## src/swm_pkg.sv

```systemverilog
// Shared types and constants of the sliding window maximum block.
package swm_pkg;

    localparam int SAMPLE_W    = 32;
    localparam int WIN_W       = 7;
    localparam int GROUP_CELLS = 8;

    typedef logic signed [SAMPLE_W-1:0] sample_t;

    // One candidate cell as seen by its older neighbor and by the selection tree
    typedef struct packed {
        logic    alive;
        sample_t value;
    } cell_t;

    // Per-transaction control broadcast to every cell
    typedef struct packed {
        logic    shift;
        logic    clear;
        sample_t sample;
    } step_t;

endpackage

```

## src/swm_cell.sv

```systemverilog
// One candidate cell: holds the sample of a fixed age and its survival flag.
module swm_cell import swm_pkg::*;
#(
    parameter int POS = 0,
    parameter int CW  = 7
)
(
    input  logic          clk,
    input  logic          rst_n,
    input  step_t         step,
    input  logic [CW-1:0] win,
    input  cell_t         prev,
    output cell_t         cur
);

    logic    alive_reg;
    logic    alive_next;
    logic    survives;
    sample_t value_reg;

    // Drop a candidate that falls out of the window, is beaten by the new
    // sample, or belongs to a finished sequence
    always_comb
    begin
        survives   = (POS == 0) || (!step.clear && !(prev.value < step.sample));
        alive_next = prev.alive && survives && (CW'(POS) < win);
    end

    always_ff @(posedge clk or negedge rst_n)
    begin
        if (!rst_n)
        begin
            alive_reg <= 1'b0;
        end
        else if (step.shift)
        begin
            alive_reg <= alive_next;
        end
    end

    always_ff @(posedge clk)
    begin
        if (step.shift)
        begin
            value_reg <= prev.value;
        end
    end

    assign cur = '{alive: alive_reg, value: value_reg};

endmodule

```

## config.mk

```make
export PLATFORM = sky130hd
export DESIGN_NAME = swm_cell
export DESIGN_NICKNAME = d
export VERILOG_FILES = /design/src/swm_pkg.sv /design/src/swm_cell.sv
export SDC_FILE = /design/constraint.sdc
export NUM_CORES = 1
export LEC_CHECK = 0
export ABC_AREA = 1
export BUFFER_PORTS_ARGS = -buffer_cell sky130_fd_sc_hd__buf_2
export CAP_MARGIN = 20
export CORE_MARGIN = 1
export CORE_UTILIZATION = 38
export CTS_BUF_LIST = sky130_fd_sc_hd__clkbuf_4
export CTS_CLUSTER_SIZE = 8
export DETAILED_ROUTE_END_ITERATION = 8
export PLACE_DENSITY_LB_ADDON = 0.08
export SLEW_MARGIN = 10
export SYNTH_ARGS = -nofsm -noshare
export SYNTH_HDL_FRONTEND = slang
export SYNTH_SLANG_ARGS = --single-unit
export TNS_END_PERCENT = 30
```

## constraint.sdc

```tcl
create_clock -name clk -period 1.35 [get_ports clk]
set_clock_uncertainty 0.15 [all_clocks]
set_input_delay 0.135 -clock clk [delete_from_list [all_inputs] [get_ports clk]]
set_output_delay 0.135 -clock clk [all_outputs]
set_load 0.03 [all_outputs]
```

==> metrics <==
Row Count 18; Die ar. 2950 um^2; internal power 1660 uW; fraction of synthesized area in multiplexers 0%; worst slew pin tran 0.176 ns; CP Max Fanout 1; Core Region 2520 um^2; critical path class reg2out; area growth from synthesis to layout 87.1%; # Max-Cap Violations 0; Simple-Gate Fraction of Synth Area 2.89%; hold crit path type in2reg; Die H 54.3 um; peak supply drop 0.924 mV; CTS buffer count 5; switching share of total power 25.3%; Flop pwr share 55.2%; Hold Vio Cnt, Final 0; Compound-Gate Fraction of Synth Area 0.481%; post-synth top area cell edfxtp_1; initial core utilization 41.2%; H-tree levels 2; Post-Syn Area 1040 um^2; Cells after Synth 46; Psw 562 uW; crit path buf inv count 1; DRT antenna net count 0; Final Instance Area 1950 um^2; Setup crit end cur[11]; Synth Register Bits 33; Initial DRC Count 21; critical path startpoint category flop; critical-path cell list buf_2; Antenna diodes 0; share of the synthesized area in the top cell type 92.4%; max reg flops 32; Static Leak 0.000878 uW; sum of negative setup slack 0 ns; Max Clk Rate 0.827 GHz; global-route usage over all layers 18.9%; Distinct cells, synth 7; Worst Setup SP value_reg[11]; Top delay family on crit path flip-flops; first-pass GRT wire length 3540 um; syn_nets 122; drt first pass iters 4; Area after DPL 1470 um^2; clk root buf clkbuf_4; DR vias 848; via/cell ratio 4.22; fin. max-slew vios 0; clock slew at the register clock pins of the worst setup and hold paths 0.09 ns; largest family of logic cells by synthesized area simple AND/OR/NAND/NOR gates; # fillers 154; xor/xnor share of the synthesized area 0%; share of the yosys chip area belonging to registers 94.8%; crit path time final 1.21 ns; Yosys warning count 0; share of cells above drive strength 1 49.1%; Slew HR 88.3%; CP max-delay cell edfxtp_1; period utilization 89.5%; DRC Markers 0; I/O pins 109; port bufs 75; post-route core utilization 77.1%; worst reg-to-reg path cell count 2; crit path DAT 0.92 ns; clock group share of total power 25.5%; reg2reg start alive_reg; Chip Width 54.3 um; vias in the first global route 808; Setup crit end kind output port; Clock Path Buffers 2; Clock Latency Late Sink 0.32 ns; drt total wl 2500 um; reg2reg end alive_reg; gr ovfl total 0; Synth Area per Inst 22.6 um^2; Final GP Congestion 0.650; initial antenna violation count 0; Comb power frac 19.3%; pin count of the biggest net entering global routing 35; status completed; DR WL/cell 12.5 um; Pwr Density 1140 nW/um^2; Synth Area in Adders 0%; CTS tree done; register-to-register setup slack 0.59 ns; Crit path largest cell delay 0.41 ns; WP depth 1; top post-synthesis cells by area edfxtp_1 (92%), dfrtp_1 (2.4%), nand2_1 (1.8%), inv_1 (1.1%), nor2_1 (1.1%); CTS Sinks 33; nets 246; number of setup violations in the final report 0; RSZ-0062 raised after global routing false; CP required 1.07 ns
[metrics by stage]
stage               setup slack (ns)  cells  hold slack [ns]  total power (uW)
floorplan                      0.553     46           -0.311              1440
global route                   0.100    201            0.105              2320
CTS                            0.140    201            0.104              2230
global placement               0.426    151           -0.241              1580
detailed placement             0.425    151           -0.239              1590
finish                         0.141    201            0.120              2220
[cells in the mapped netlist]
cell type / number
edfxtp_1: 32
nand2_1: 5
inv_1: 3
nor2_1: 3
buf_4: 1
dfrtp_1: 1
o21ai_1: 1
[cell type report]
cell class,count,area [um^2],area share (%)
clock buffer,8,60.1,3.09
inverter,3,11.3,0.579
multi-input combinational,9,35.0,1.80
sequential,33,986,50.7
tap,30,37.5,1.93
timing repair buffer,118,816,41.9
[power groups by stage]
stage | clock (uW) | combinational [uW] | sequential (uW)
floorplan | 0 | 17.0 | 1420
global placement | 0 | 330 | 1250
detailed placement | 0 | 334 | 1250
CTS | 577 | 426 | 1230
global route | 626 | 457 | 1240
finish | 566 | 429 | 1230
[worst reg2reg max path, stage by stage (launching register included)]
cell and delay, ns:
dfrtp_1 0.39, nand2_1 0.08, nand2_1 0.05
[worst min path at each step]
stage	slack, ns	from	cells after the start	endpoint
after CTS	0.10	step[33]	2	value_reg[3]
after global placement	-0.24	rst_n	1	alive_reg
after floorplan	-0.31	rst_n	0	alive_reg
final	0.12	step[33]	2	value_reg[22]
after global routing	0.11	step[33]	2	value_reg[3]
after detailed placement	-0.24	rst_n	1	alive_reg
[cell usage in the layout, fill, tap and decap left out]
cell / netlist / routed
buf_12: 0 / 1
buf_2: 0 / 75
clkbuf_4: 0 / 8
dfrtp_1: 1 / 1
dlygate4sd3_1: 0 / 42
edfxtp_1: 32 / 32
inv_1: 3 / 3
nand2_1: 5 / 5
nor2_1: 3 / 3
o21ai_1: 1 / 1
[layer usage]
| metal | GRT usage, % | share of wire (%) |
|---|---|---|
| met2 | 34.8 | 56 |
| met5 | 0 | 0 |
| met3 | 9.44 | 9.3 |
| met1 | 17.7 | 34 |
| met4 | 6.41 | 0.68 |
[cell families (layout without fill, tap and decap cells)]
| kind of cell | after synthesis | count (layout) |
|---|---|---|
| buf+inv | 4 | 129 |
| simple gates | 8 | 8 |
| flops | 33 | 33 |
| compound gates | 1 | 1 |
[repair_timing]
item / 4_1_cts / 5_1_grt
buffers inserted: 0 / 0
hold buffers: 42 / 0
hold endpoints to repair: 34 / 0
gates resized for setup: 0 / 0
No activity file was read; power rests on OpenSTA's default activity.
