**config.mk**
```make
export PLATFORM = sky130hd
export DESIGN_NAME = swm_group
export DESIGN_NICKNAME = d
export VERILOG_FILES = /design/src/swm_pkg.sv /design/src/swm_group.sv
export SDC_FILE = /design/constraint.sdc
export NUM_CORES = 1
export LEC_CHECK = 0
export BUFFER_PORTS_ARGS = -buffer_cell sky130_fd_sc_hd__buf_2
export CAP_MARGIN = 20
export CORE_AREA = 3 3 117 119
export CTS_CLUSTER_SIZE = 40
export DETAILED_ROUTE_END_ITERATION = 8
export DIE_AREA = 0 0 120 122
export MAX_ROUTING_LAYER = met4
export PLACE_DENSITY_LB_ADDON = 0.1
export SYNTH_ARGS = -nofsm -noshare
export SYNTH_HDL_FRONTEND = slang
export SYNTH_SLANG_ARGS = --single-unit
```
**constraint.sdc**
```tcl
create_clock -name clk -period 0.91 [get_ports clk]
set_clock_uncertainty 0.2 [all_clocks]
set_input_delay 0.0455 -clock clk [delete_from_list [all_inputs] [get_ports clk]]
set_output_delay 0.0455 -clock clk [all_outputs]
set_load 0.02 [all_outputs]
```
**src/swm_pkg.sv**
```systemverilog
// Shared types and constants of the sliding window maximum block.
package swm_pkg;

    localparam int SAMPLE_W    = 32;
    localparam int WIN_W       = 7;
    localparam int GROUP_CELLS = 8;

    typedef logic signed [SAMPLE_W-1:0] sample_t;

    // One candidate cell as seen by its older neighbor and by the selection tree
    typedef struct packed {
        logic    alive;
        sample_t value;
    } cell_t;

    // Per-transaction control broadcast to every cell
    typedef struct packed {
        logic    shift;
        logic    clear;
        sample_t sample;
    } step_t;

endpackage

```
**src/swm_group.sv**
```systemverilog
// Registered pick of the oldest live cell within one group of cells.
module swm_group import swm_pkg::*;
(
    input  logic  clk,
    input  logic  rst_n,
    input  logic  en,
    input  cell_t cells [GROUP_CELLS],
    output cell_t pick
);

    logic    found_reg;
    logic    found_next;
    sample_t value_reg;
    sample_t value_next;

    // Higher index is older; the last live cell in the scan wins
    always_comb
    begin
        found_next = 1'b0;
        value_next = cells[0].value;
        for (int i = 0; i < GROUP_CELLS; i++)
        begin
            if (cells[i].alive)
            begin
                found_next = 1'b1;
                value_next = cells[i].value;
            end
        end
    end

    always_ff @(posedge clk or negedge rst_n)
    begin
        if (!rst_n)
        begin
            found_reg <= 1'b0;
        end
        else if (en)
        begin
            found_reg <= found_next;
        end
    end

    always_ff @(posedge clk)
    begin
        if (en)
        begin
            value_reg <= value_next;
        end
    end

    assign pick = '{alive: found_reg, value: value_reg};

endmodule

```
==> reports/results.ini, run 1 <==
[detailed_routing]
wl_per_cell_um=20.2
wl_um=16400
vias=4052
final_antenna_net_count=0
drc=0
drtPass1Iterations=4
post_drt_via_cell_ratio=5.00
dr.first_iter.drc_count=197

[synth]
synth_cell_type_count=32
synth_cells=309
syn_area_um2=3170
syn_avg_cell_area_um2=10.2
seq_area_frac_synth_pct=31.1
synth_edf_count=32
synthTopCellsByCount=32 x edfxtp_1, 24 x a221oi_1, 24 x a221oi_2, 24 x mux2_2
ys_top_cells_by_area=edfxtp_1 30%, a221oi_2 11%, mux2_2 8.5%
synth_top_area_share_pct=30.4
synth-async-reset-ratio_pct=3.03
yosys_warnings=0
ys_ff_latch=33
yosysMostFrequentCell=edfxtp_1
syn-num-nets=576
synth_top_flop_cell=edfxtp_1
synth_top_cell_by_area=edfxtp_1

[global_route]
antenna_found_initial=2
grt_pass1_vias=4222
grt.overflow.total=0
grt_max_degree=30
grt_first_pass_wirelength_um=23200
grtUsageTotal_pct=21.1

[worst_setup_path]
worstSetupPathType=input port to register
crit_path_start_kind=input port
worstPathMaxFanout=8
cp.required_ns=0.72
arrival_ns=1.19
crit_path_end_kind=register

[clocking]
path_clk_slew_ns=0.05
cts.sinks=33
tritoncts=done
cts_made_buffers=5
htree_num_levels=2
cts-root-buf=clkbuf_16
clock_latency_ns=0.27
clock_tree.buffer_depth=2
cts_hold_buf=1

[worst_hold_path]
min_path_type=input port to register

[floorplanning]
die_w_um=120
die_area_um2=14600
dieHeight_um=122
start_util_pct=25.0
io_pins=300
core_area_um2=12700
fp-row-count=41

[timing]
layout_setup_ws_ns=-0.467
timing.final.crit_share_pct=151
setup_viol=66
hold_ws_ns=-0.136
maxSlewHeadroom_pct=75.0
grt_setup_unrepaired=yes
fmaxAchievable_mhz=726
tightest_slew_ns=0.373
finalWorstPathRequiredPeriod_ns=1.38
drv_slew=0
hold_viol=32

[placement]
gp_congestion=0.901
portBuffers=299
dp_slack_ns=-1.00
hpwl_um=12700

[cells_and_area]
drive_above_1_share_pct=71.4
area_delta_synth_final_pct=101
num-nets-final=902
largest_register_ffs=32

[power]
leakagePower_nw=2.83
powerDensity_nw_per_um2=1020
peakVddDrop_uv=887

[run_status]
violations=negative hold slack, negative setup slack
outcome=finished, violations left

[flow_run]
maxCapViolCount=0

## area by class of cell
class	count	area, µm²
tap	172	215
inverter	3	11.3
antenna	2	5.00
multi-input combinational	237	2460
fill	1219	6320
clock inverter	1	5.00
timing repair buffer	355	2510
sequential	33	986
clock buffer	7	153
## routing by layer
layer	GRT usage (%)	part of all wire, %	vias up
met3	3.81	7.5	14
met1	27.6	41	1922
met4	4.15	1.1	0
met2	34.5	50	166
li1	-	-	1950
met5	-	0	-
## cells in the final DEF (no fill, tap or decap), types with 2 or more instances in the layout
cell	Yosys	routed
clkinv_1	2	2
nand2b_1	19	18
diode_2	0	2
nor2_4	1	2
a221oi_2	24	19
clkbuf_8	0	2
mux2_2	24	17
edfxtp_1	32	32
a221oi_1	24	5
nor2_1	19	18
a21o_1	15	15
buf_6	5	30
buf_8	0	4
o22ai_1	17	17
a221oi_4	0	24
a22oi_1	14	14
nor2b_4	0	3
mux2_4	8	15
o21ai_0	15	15
o211ai_1	19	19
clkbuf_16	0	10
nand2_1	15	15
o221ai_2	0	6
buf_4	8	21
buf_12	0	22
o221ai_1	14	8
buf_2	9	271
## logic make-up (layout without fill, tap and decap cells)
logic type      Yosys count  after routing  synth area share [%]
other cells               0              2                     0
buf+inv                  39            366                  7.19
simple gates             61             61                  9.76
mux                      32             32                  12.3
compound gates          144            144                  39.6
flops                    33             33                  31.1
## worst paths after layout
check,start,to,slack [ns],cells after the start
min in group asynchronous,rst_n,found_reg,-0.10,2
setup / recovery,cells[230],value_reg[5],-0.47,6
setup reg to reg,found_reg,found_reg,-0.05,3
hold reg to reg,found_reg,found_reg,0.47,3
hold / removal,cells[6],value_reg[6],-0.14,3
max in group asynchronous,rst_n,found_reg,0.52,2
## where the power goes
part           internal (mW)  switching, mW
logic                   1.46           1.28
clock network           1.16          0.625
registers               1.86         0.0668
## critical path: stages
cell and delay, ns:
buf_8 0.10, buf_12 0.14, buf_12 0.12, mux2_4 0.30, a221oi_4 0.33, o221ai_2 0.15
## stage by stage
stage | power (mW) | area, µm² | setup TNS, ns | utilization, % | cells
4_1_cts | 6.18 | 5820 | -16.07 | 45.9 | 796
3_5_place_dp | 4.13 | 5240 | -26.96 | 41.4 | 782
5_1_grt | 6.75 | 6350 | -18.00 | 50.1 | 810
2_1_floorplan | 2.99 | 3320 | -14.50 | - | 309
6_report | 6.45 | 6350 | -16.27 | 50.1 | 810
3_3_place_gp | 4.11 | 5240 | -26.21 | 41.4 | 782
## repair_timing
action / CTS / global route
setup endpoints to repair: 66 / 66
gates resized for setup: 65 / 60
hold endpoints to repair: 34 / 28
setup buffers: 4 / 7
pin swaps: 15 / 19
cloned: 1 / 5
No activity file was read; power rests on OpenSTA's default activity.
==> inputs of run 2 (changes only) <==
GPL_TIMING_DRIVEN = 0   (was not set)
==> reports/results.ini, run 2 (same netlist as run 1, synthesis figures left out) <==
[placement]
gp_congestion=0.839  ; -6.9%
place_area_um2=5010  ; -4.4%
hpwl_um=12700  ; +0.30%
dp_cells=777  ; -0.64%
dp_slack_ns=-0.933  ; +0.0680 ns
portBuffers=296  ; -1.0%

[floorplanning]
dieHeight_um=122  ; unchanged
start_util_pct=25.0  ; unchanged
fp-row-count=41  ; unchanged
die_w_um=120  ; unchanged
core_area_um2=12700  ; unchanged
die_area_um2=14600  ; unchanged
io_pins=300  ; unchanged

[clocking]
clock_tree.buffer_depth=2  ; unchanged
htree_num_levels=2  ; unchanged
clock_latency_ns=0.27  ; about the same
path_clk_slew_ns=0.06  ; about the same
cts-root-buf=clkbuf_16
cts_made_buffers=5  ; unchanged
cts_hold_buf=1  ; unchanged
tritoncts=done
cts.sinks=33  ; unchanged

[worst_setup_path]
rr_worst_depth=3  ; unchanged
rrSetupSlack_ns=-0.08  ; -0.03 ns
crit_path_start_kind=input port
worstSetupPathType=input port to register
worstPathMaxFanout=10  ; +2
crit_path_end_kind=register
cp.required_ns=0.71  ; about the same
r2r_start=found_reg
arrival_ns=1.11  ; -0.08 ns
r2r-end=found_reg

[power]
totalPowerFinal_mw=6.21  ; -3.8%
leakagePower_nw=2.67  ; -5.4%
powerDensity_nw_per_um2=1020  ; +0.76%
peakVddDrop_uv=553  ; -38%

[timing]
hold_viol=31  ; -3.1%
fmaxAchievable_mhz=766  ; +5.4%
finalWorstPathRequiredPeriod_ns=1.31  ; -0.0711 ns
layout_setup_ws_ns=-0.396  ; +0.0711 ns
maxSlewHeadroom_pct=58.4  ; -17 points
grt_setup_unrepaired=yes
drv_slew=0  ; unchanged
hold_ws_ns=-0.145  ; -0.00823 ns
tightest_slew_ns=0.624  ; +0.252 ns
timing.final.crit_share_pct=143  ; -7.8 points
setup_viol=66  ; unchanged

[cells_and_area]
design_area_um2=6070  ; -4.5%
fillCellCount=1242  ; +1.9%
largest_register_ffs=32  ; unchanged
drive_above_1_share_pct=71.1  ; -0.28 points
area_delta_synth_final_pct=91.6
diodes=0  ; -2
num-nets-final=889  ; -1.4%
fin_util_pct=47.9  ; -2.3 points
final_cell_mix=267 x buf_2, 38 x buf_6, 32 x edfxtp_1, 25 x a221oi_4
stdcell_count=795  ; -1.9%
layout_commonest_cell=buf_2

[run_status]
violations=negative hold slack, negative setup slack
outcome=finished, violations left

[worst_hold_path]
min_path_cells=3  ; unchanged
min_path_type=input port to register
hp-start=cells[5]
hold_end=value_reg[5]

[detailed_routing]
drc=0  ; unchanged
vias=4020  ; -0.79%
final_antenna_net_count=0  ; unchanged
drtPass1Iterations=4  ; unchanged
dr.first_iter.drc_count=184  ; -6.6%
post_drt_via_cell_ratio=5.06  ; +1.1%
wl_per_cell_um=20.8  ; +2.7%
wl_um=16500  ; +0.78%

[flow_run]
maxCapViolCount=0  ; unchanged

[global_route]
grt_first_pass_wirelength_um=23500  ; +1.3%
grtUsageTotal_pct=21.5  ; +0.43 points
grt_max_degree=35  ; +17%
antenna_found_initial=0  ; -2
grt_pass1_vias=4275  ; +1.3%
grt.overflow.total=0  ; unchanged

==> run 2: cell types whose count changed in the layout (fill, tap and decap cells not counted), moves of 4 or more <==
cell	before	now
clkbuf_2	0	5
buf_12	22	7
o221ai_2	6	10
o221ai_1	8	4
buf_2	271	267
buf_6	30	38
buf_4	21	8
clkbuf_16	10	6
==> run 2: worst max path at each step <==
| stage | startpoint | endpoint | slack, ns | depth (start not counted) |
|---|---|---|---|---|
| detailed placement | cells[197] | value_reg[23] | -0.93 | 6 |
| global placement | cells[197] | value_reg[23] | -0.91 | 6 |
| floorplan | cells[98] | value_reg[12] | -0.51 | 5 |
| CTS | cells[65] | value_reg[16] | -0.38 | 6 |
| finish | cells[230] | value_reg[25] | -0.40 | 5 |
| global route | cells[230] | value_reg[25] | -0.39 | 5 |
==> run 2: area by class of cell <==
cell class / instances / area (µm²) / area share (%)
clock inverters: 2 / 10.0 / 0.165
clock buffers: 6 / 129 / 2.12
plain buffers: 35 / 387 / 6.37
inverters: 3 / 12.5 / 0.206
multi-input cells: 237 / 2500 / 41.2
repair buffers: 307 / 1830 / 30.1
flip-flops and latches: 33 / 986 / 16.3
well taps: 172 / 215 / 3.55
==> run 2: what timing repair did <==
action,4_1_cts,5_1_grt
hold endpoints to repair,34,21
resized for setup,93,71
pin swaps,13,15
gates cloned,1,1
buffers inserted,3,5
endpoints found under the setup margin,98,66
==> run 2: worst max-delay path, stage by stage <==
cell,delay [ns]
buf_12,0.13
buf_12,0.14
mux2_4,0.33
a221oi_4,0.33
o221ai_2,0.13
==> run 2: per-layer routing <==
layer	up-vias	track usage, %	wire length (µm)
li1	1917	-	-
met4	0	3.58	201
met1	1901	27.5	7000
met3	15	3.34	1100
met2	187	36.6	8210
met5	-	-	0
==> run 2: where the power goes <==
part	switching (mW)	internal (mW)
Sequential	0.0624	1.86
Clock	0.655	1.01
Combinational	1.28	1.35
Total	2.00	4.21
==> run 2: per-stage QoR <==
| stage | hold slack (ns) | setup TNS, ns |
|---|---|---|
| 2_1_floorplan | -0.450 | -14.50 |
| 3_3_place_gp | -0.380 | -36.62 |
| 3_5_place_dp | -0.379 | -38.37 |
| 4_1_cts | -0.146 | -15.23 |
| 5_1_grt | -0.137 | -16.66 |
| 6_report | -0.145 | -14.96 |
==> inputs of run 3 (changes only) <==
CAP_MARGIN = not set   (was 20)
RECOVER_POWER = 25   (was not set)
REMOVE_ABC_BUFFERS = 1   (was not set)
==> reports/results.ini, run 3 (same netlist as run 1, synthesis figures left out) <==
[clocking]
cts_hold_buf=2  ; +1
cts-root-buf=clkbuf_16
cts.sinks=33  ; unchanged
clock_tree.buffer_depth=2  ; unchanged
tritoncts=done
path_clk_slew_ns=0.05  ; about the same
cts_made_buffers=5  ; unchanged
htree_num_levels=2  ; unchanged
clock_latency_ns=0.28  ; about the same

[global_route]
grt_pass1_vias=4554  ; +6.5%
grtUsageTotal_pct=24.6  ; +3.1 points
grt_max_degree=36  ; +2.9%
antenna_found_initial=1  ; +1
grt.overflow.total=0  ; unchanged
grt_first_pass_wirelength_um=26000  ; +11%

[worst_setup_path]
arrival_ns=0.96  ; -0.15 ns
cp_num_cells=4  ; -1
cp.required_ns=0.72  ; about the same
critPathBufInv=1  ; -1
crit_path_max_incr_delay_ns=0.44  ; +0.11 ns
crit_path_start_kind=input port
crit_path_end_kind=register
worstPathMaxFanout=8  ; -2
crit_slowest_cell=or3_4
worstSetupPathType=input port to register
crit_chain=buf_16 -> or3_4 -> a221oi_4 -> a221oi_1
rr_worst_depth=2  ; -1
critPathTopFamily=simple AND/OR/NAND/NOR gates

[cells_and_area]
final_cell_mix=263 x buf_2, 32 x edfxtp_1, 30 x a221oi_2, 29 x buf_6, 19 x o211ai_1
multi_input_area_um2=2230  ; -11%
largest_register_ffs=32  ; unchanged
fillCellCount=1217  ; -2.0%
fin_util_pct=46.7  ; -1.1 points
layout_commonest_cell=buf_2
regArea_um2=986  ; unchanged
num-nets-final=880  ; -1.0%
drive_above_1_share_pct=68.9  ; -2.2 points
area_delta_synth_final_pct=87.1
design_area_um2=5920  ; -2.4%

[placement]
dp_slack_ns=-1.80  ; -0.867 ns
hpwl_um=11100  ; -13%
portBuffers=299  ; +1.0%
gp_congestion=0.793  ; -5.5%
place_area_um2=4690  ; -6.4%

[floorplanning]
fp-row-count=41  ; unchanged
dieHeight_um=122  ; unchanged
start_util_pct=25.0  ; unchanged
io_pins=300  ; unchanged
die_area_um2=14600  ; unchanged
die_w_um=120  ; unchanged
core_area_um2=12700  ; unchanged

[timing]
grt_setup_unrepaired=yes
maxSlewHeadroom_pct=63.2  ; +4.8 points
fmaxAchievable_mhz=864  ; +13%
tightest_slew_ns=0.552  ; -0.0722 ns
drv_slew=0  ; unchanged
setup_viol=66  ; unchanged
timing.final.crit_share_pct=127  ; -16 points
hold_ws_ns=-0.145  ; -0.000848 ns
hold_viol=33  ; +6.5%
finalSetupTns_ns=-10.80  ; +4.16 ns
layout_setup_ws_ns=-0.247  ; +0.148 ns
finalWorstPathRequiredPeriod_ns=1.16  ; -0.148 ns

[detailed_routing]
drtPass1Iterations=4  ; unchanged
wl_um=18100  ; +9.8%
vias=4123  ; +2.6%
post_drt_via_cell_ratio=5.24  ; +3.6%
wl_per_cell_um=23.0  ; +11%
final_antenna_net_count=0  ; unchanged
drc=0  ; unchanged
dr.first_iter.drc_count=142  ; -23%

[power]
peakVddDrop_uv=603  ; +9.1%
totalPowerFinal_mw=6.16  ; -0.81%
powerDensity_nw_per_um2=1040  ; +1.6%
leakagePower_nw=2.70  ; +0.81%

[worst_hold_path]
min_path_type=input port to register
min_path_cells=3  ; unchanged

[run_status]
outcome=finished, violations left
violations=negative hold slack, negative setup slack

[flow_run]
maxCapViolCount=0  ; unchanged

-- run 3: layout make-up --
cell class | count | share of cell area (%)
Inverter | 3 | 0.422
Multi-Input combinational cell | 240 | 37.6
Timing Repair Buffer | 330 | 39.4
Sequential cell | 33 | 16.6
Antenna cell | 1 | 0.0422
Tap cell | 172 | 3.63
Clock buffer | 8 | 2.30
-- run 3: path summary, 6_finish.rpt --
path,from,end,slack [ns]
setup reg to reg,found_reg,found_reg,0
hold / removal,cells[5],value_reg[5],-0.15
max in group asynchronous,rst_n,found_reg,0.54
min in group asynchronous,rst_n,found_reg,-0.12
setup / recovery,cells[65],value_reg[10],-0.25
hold reg to reg,found_reg,found_reg,0.39
-- run 3: repair_timing --
action                                  CTS  global route
buffers inserted                         20             0
gates resized for setup                 119            37
endpoints found under the setup margin   98            67
pin swaps                                34             7
endpoints found under the hold margin    34            27
cloned                                   12             0
-- run 3: layer usage --
layer	share of wire [%]	track usage (%)
met4	3.6	8.95
met5	0	-
met3	7.7	5.06
met2	51	44.3
met1	38	26.8
-- run 3: stage by stage --
step	hold slack (ns)	std cells
after global placement	-0.378	744
after global routing	-0.137	787
final	-0.145	787
after floorplan	-0.450	273
after CTS	-0.158	787
after detailed placement	-0.376	745
-- run 3: tightest hold or removal path: cells and delay by family --
| family | cells | cell delay (ns) |
|---|---|---|
| simple gates | 1 | 0.04 |
| buf+inv | 1 | 0.07 |
| compound gates | 1 | 0.06 |
-- run 3: where the power goes --
group          internal, mW  switching (mW)  total, mW
registers              1.86          0.0668       1.93
logic                  1.39            1.19       2.59
clock network          1.02           0.627       1.64
total                  4.27            1.89       6.16
